`src/hdl/stu_pkg.sv`:
```
// ============================================================================
// stu_pkg: shared types and constants for the sphere subdivide unit
// Fixed point format, payload structs and the triangle packing helper.
// ============================================================================
`default_nettype none

package stu_pkg;

    localparam int FRAC_BITS = 14;
    localparam int COMP_W    = 16;
    localparam int SUM_W     = COMP_W + 1;
    localparam int SQ_W      = 2 * COMP_W + 1;
    localparam int LEN_W     = SQ_W + 2;
    localparam int Q_W       = FRAC_BITS + 1;
    localparam int NUM_STEPS = FRAC_BITS + 1;
    localparam int ACC_W     = 2 * FRAC_BITS + 40;
    localparam int LANE_LAT  = NUM_STEPS + 2;
    localparam int VTX_DLY   = LANE_LAT + 2;
    localparam int NUM_VTX   = 3;

    typedef logic signed [COMP_W-1:0] comp_t;

    typedef struct packed {
        comp_t x;
        comp_t y;
        comp_t z;
    } vtx_t;

    typedef struct packed {
        comp_t ax;
        comp_t ay;
        comp_t az;
        comp_t bx;
        comp_t by;
        comp_t bz;
        comp_t cx;
        comp_t cy;
        comp_t cz;
    } req_t;

    typedef struct packed {
        comp_t p0x;
        comp_t p0y;
        comp_t p0z;
        comp_t p1x;
        comp_t p1y;
        comp_t p1z;
        comp_t p2x;
        comp_t p2y;
        comp_t p2z;
        logic  final_piece;
    } rsp_t;

    function automatic rsp_t make_rsp(vtx_t p, vtx_t q, vtx_t r, logic last);
        rsp_t o;
        o.p0x = p.x;
        o.p0y = p.y;
        o.p0z = p.z;
        o.p1x = q.x;
        o.p1y = q.y;
        o.p1z = q.z;
        o.p2x = r.x;
        o.p2y = r.y;
        o.p2z = r.z;
        o.final_piece = last;
        return o;
    endfunction

endpackage

`default_nettype wire

```
`src/hdl/stu_emit.sv`:
```
// ============================================================================
// stu_emit: merge stage and output sequencer
// Collect lane midpoints with the vertices and issue four triangles.
// ============================================================================
`default_nettype none

module stu_emit (
    input  wire logic          clk,
    input  wire logic          rst_n,
    input  wire logic          load,
    input  wire stu_pkg::vtx_t va,
    input  wire stu_pkg::vtx_t vb,
    input  wire stu_pkg::vtx_t vc,
    input  wire stu_pkg::vtx_t w0,
    input  wire stu_pkg::vtx_t w1,
    input  wire stu_pkg::vtx_t w2,
    output      stu_pkg::rsp_t rsp,
    output      logic          rsp_valid
);

    stu_pkg::vtx_t b_reg, c_reg, w0_reg, w1_reg, w2_reg;
    stu_pkg::vtx_t b_next, c_next, w0_next, w1_next, w2_next;
    stu_pkg::rsp_t rsp_reg, rsp_next;
    logic          valid_reg, valid_next;
    logic          active_reg, active_next;
    logic [1:0]    ph_reg, ph_next;

    always_comb
    begin
        b_next      = b_reg;
        c_next      = c_reg;
        w0_next     = w0_reg;
        w1_next     = w1_reg;
        w2_next     = w2_reg;
        rsp_next    = rsp_reg;
        valid_next  = 1'b0;
        active_next = active_reg;
        ph_next     = ph_reg;
        if (load)
        begin
            b_next      = vb;
            c_next      = vc;
            w0_next     = w0;
            w1_next     = w1;
            w2_next     = w2;
            rsp_next    = stu_pkg::make_rsp(va, w2, w1, 1'b0);
            valid_next  = 1'b1;
            active_next = 1'b1;
            ph_next     = 2'd1;
        end
        else if (active_reg)
        begin
            valid_next = 1'b1;
            ph_next    = ph_reg + 2'd1;
            case (ph_reg)
                2'd1:    rsp_next = stu_pkg::make_rsp(b_reg, w0_reg, w2_reg, 1'b0);
                2'd2:    rsp_next = stu_pkg::make_rsp(c_reg, w1_reg, w0_reg, 1'b0);
                default:
                begin
                    rsp_next    = stu_pkg::make_rsp(w0_reg, w1_reg, w2_reg, 1'b1);
                    active_next = 1'b0;
                end
            endcase
        end
    end

    always_ff @(posedge clk)
    begin
        b_reg   <= b_next;
        c_reg   <= c_next;
        w0_reg  <= w0_next;
        w1_reg  <= w1_next;
        w2_reg  <= w2_next;
        rsp_reg <= rsp_next;
    end

    always_ff @(posedge clk or negedge rst_n)
    begin
        if (!rst_n)
        begin
            valid_reg  <= 1'b0;
            active_reg <= 1'b0;
            ph_reg     <= 2'd0;
        end
        else
        begin
            valid_reg  <= valid_next;
            active_reg <= active_next;
            ph_reg     <= ph_next;
        end
    end

    assign rsp       = rsp_reg;
    assign rsp_valid = valid_reg;

endmodule

`default_nettype wire

```
`config.mk`:
```
export PLATFORM = sky130hd
export DESIGN_NAME = stu_emit
export DESIGN_NICKNAME = d
export VERILOG_FILES = /design/src/hdl/stu_pkg.sv /design/src/hdl/stu_emit.sv
export SDC_FILE = /design/constraint.sdc
export NUM_CORES = 1
export LEC_CHECK = 0
export BUFFER_PORTS_ARGS = -buffer_cell sky130_fd_sc_hd__clkbuf_2
export CORE_MARGIN = 10
export CORE_UTILIZATION = 50
export DETAILED_ROUTE_END_ITERATION = 10
export PLACE_DENSITY = 0.77
export SKIP_CTS_REPAIR_TIMING = 1
export SYNTH_ARGS = -nofsm -noshare
export SYNTH_HDL_FRONTEND = slang
export SYNTH_SLANG_ARGS = --single-unit
```
`constraint.sdc`:
```
create_clock -name clk -period 7.9 [get_ports clk]
set_clock_uncertainty 0.2 [all_clocks]
set_input_delay 0.395 -clock clk [delete_from_list [all_inputs] [get_ports clk]]
set_output_delay 0.395 -clock clk [all_outputs]
set_load 0.1 [all_outputs]
```
==> run summary <==
Area contributors post-synth = edfxtp_1 (77%), a22oi_1 (4.8%), nand2_1 (3.6%), a221oi_1 (2.8%), o21ai_0 (2.2%)
post-synthesis sequential area ratio = 0.775
slew margin rel. = 0.119
syn nets = 1254
Remaining DRCs = 0
f_max = 308 MHz
reg-to-reg setup timing slack = 4660 ps
worst hold path cell count = 3
Critical Path AT = 3370 ps
DRT Wirelength = 52500 µm
Die Y = 193 µm
layout cells sized above 1 = 0.306
Worst Hold Slack = -17.7 ps
starting density of the core = 0.507
ANT nets after route = 0
largest net degree at the start of global routing = 195
Worst R2R End = rsp[62]
Mapped Area = 15000 µm²
violated checks = negative hold slack
drt wl/cell = 25.3 µm
die area = 37400 µm²
Synth top area share = 0.767
drt pass-1 iters = 5
CTS H-tree lvls = 2
slowest cell on the critical path = or2_2
Area growth syn-to-layout = 42.8%
final net count = 1941
Die W = 193 µm
Clock Root Buffer = clkbuf_16
vias per inst = 5.89
PD cells = 445 nW/µm²
# rows = 63
Worst EP required = 8030 ps
vias in the first global route = 10.7k
GRT Util Overall = 0.220
R2R depth = 5
Mean Syn Cell Area = 15.6 µm²
worst slew pin tran = 1320 ps
CTS Buffer Depth = 3
Final Util = 0.724
IO Port Bufs = 436
RSZ-0062 raised after global routing = no
Final setup viols = 0
min-delay src = va[8]
hold path endpoint = rsp[105]
Synth Register Bits = 389
Synth area leader = edfxtp_1
GPL Wtd Cong = 0.869
TritonCTS clock tree = done
max cap viols = 0
M1 wire length = 17800 µm
Final Max Tran Viols = 0
setup TNS = 0 ps
Pwr Total = 0.00956 W
Ys Warns = 0
antenna violations before repair = 12
Critical Path End Type = register
leakage = 8.68 nW
CTS Sinks = 389
initial detailed-routing violation count = 1391
CP peak stage delay = 1110 ps
hpwl dp = 28700 µm
maximum VDD drop = 0.310 mV
IO Count = 437
CTS Buf Count = 41
max reg flops = 145
metal2 WL = 26800 µm
crit path time final = 3240 ps
worst min path class = input pin to register
routed wl met3 = 5310 µm
final worst path period share = 0.411
Critical Path, Cell by Cell = inv_1 > ha_4 > or2_2 > a22oi_1 > o21ai_0
total gr overflow = 0
Worst setup SP type = register
critical path peak fanout = 50
DP Worst Slack = 4420 ps
uppermost routed layer = met4
kind of critical path = register to register
global-route wire length before repair = 64600 µm
Synth Instances = 961
final hold vios = 4
Critical R2R Launch = ph_reg[0]
Synth cell types = 27
Clock Latency Late Sink = 520 ps
total number of vias = 12.2k
worst setup margin = 4660 ps
clock slew at reported path FFs = 60 ps
outcome = finished with violations
core area = 29600 µm²
[cell type report]
type,instances,area (µm²)
flip-flops and latches,389,11700
fillers,1771,8190
repair buffers,718,5000
multi-input cells,496,3000
clock buffers,51,1110
well taps,390,488
clock inverters,19,168
diodes,13,32.5
inverters,2,7.51
[report_power, final]
group,internal (W),leakage [nW],switching (W)
Clock,0.00109,0.627,0.000776
Combinational,0.000794,4.09,0.00381
Sequential,0.00286,3.96,0.000229
Total,0.00475,8.68,0.00481
[worst max-delay path by stage]
| stage | from | end | slack, ps | cells after the start |
|---|---|---|---|---|
| 2_1_floorplan | load | rsp[100] | 4770 | 3 |
| 3_5_place_dp | load | rsp[61] | 4420 | 4 |
| 3_3_place_gp | load | rsp[13] | 4410 | 4 |
| 5_1_grt | ph_reg[0] | rsp[62] | 4510 | 5 |
| 6_report | ph_reg[0] | rsp[62] | 4660 | 5 |
| 4_1_cts | ph_reg[0] | rsp[62] | 4680 | 5 |
[critical path, delay by kind of cell, from the launching register on]
family,cells,cell delay (ps)
and+or+nand+nor,1,1110
AOI/OAI and AO/OA,2,510
DFF,1,400
adders and majority gates,1,660
buffers and inverters,1,110
[per-layer routing]
metal / track usage / up-vias
li1: - / 5149
met1: 0.283 / 5888
met2: 0.360 / 1021
met3: 0.0493 / 179
met4: 0.0761 / 0
met5: 0 / -
[metrics by stage]
stage | std cells | area [µm²]
detailed placement | 1723 | 17400
finish | 2078 | 21500
CTS | 1793 | 18700
floorplan | 961 | 15000
global placement | 1723 | 17400
global route | 2077 | 21500
[placed cells by master, fill, tap and decap left out, types with 6 or more instances in the layout]
cell type,n
nand2_1,144
a22oi_1,96
buf_4,9
clkinv_2,6
clkbuf_1,8
clkbuf_2,435
a221oi_1,48
clkinv_1,8
nor2b_1,48
o31ai_1,44
clkbuf_16,43
o21ai_0,67
dlygate4sd3_1,272
edfxtp_1,384
diode_2,13
o21ai_1,29
[cell families (layout without fill, tap and decap cells)]
group	after synthesis	after routing	share of synthesized area
buffers and inverters	76	790	0.0271
other	0	13	0
flip-flops	389	389	0.775
XOR/XNOR	1	1	0.000583
multiplexers	1	1	0.000666
AO/OA/AOI/OAI	289	289	0.134
AND/OR/NAND/NOR	203	203	0.0610
adder cells (fa/ha/maj)	2	2	0.00167
[Yosys cell counts]
| cell type | n |
|---|---|
| buf_4 | 6 |
| nand2b_4 | 1 |
| o31ai_2 | 4 |
| clkbuf_1 | 39 |
| o21ai_0 | 67 |
| a22oi_1 | 96 |
| dfrtp_1 | 4 |
| inv_1 | 2 |
| o21ai_1 | 29 |
| clkbuf_2 | 1 |
| mux2i_1 | 1 |
| dfxtp_1 | 1 |
| buf_6 | 10 |
| nand2_1 | 144 |
| nand2b_1 | 4 |
| or2_2 | 1 |
| buf_2 | 18 |
| edfxtp_1 | 384 |
| nor2_1 | 1 |
| ha_1 | 2 |
| a221oi_1 | 48 |
| nor2b_2 | 1 |
| o31ai_1 | 44 |
| nor2b_1 | 49 |
| a21oi_1 | 1 |
| xnor2_1 | 1 |
| or2_1 | 2 |
Note: power is estimated with default switching activity, not from simulation.
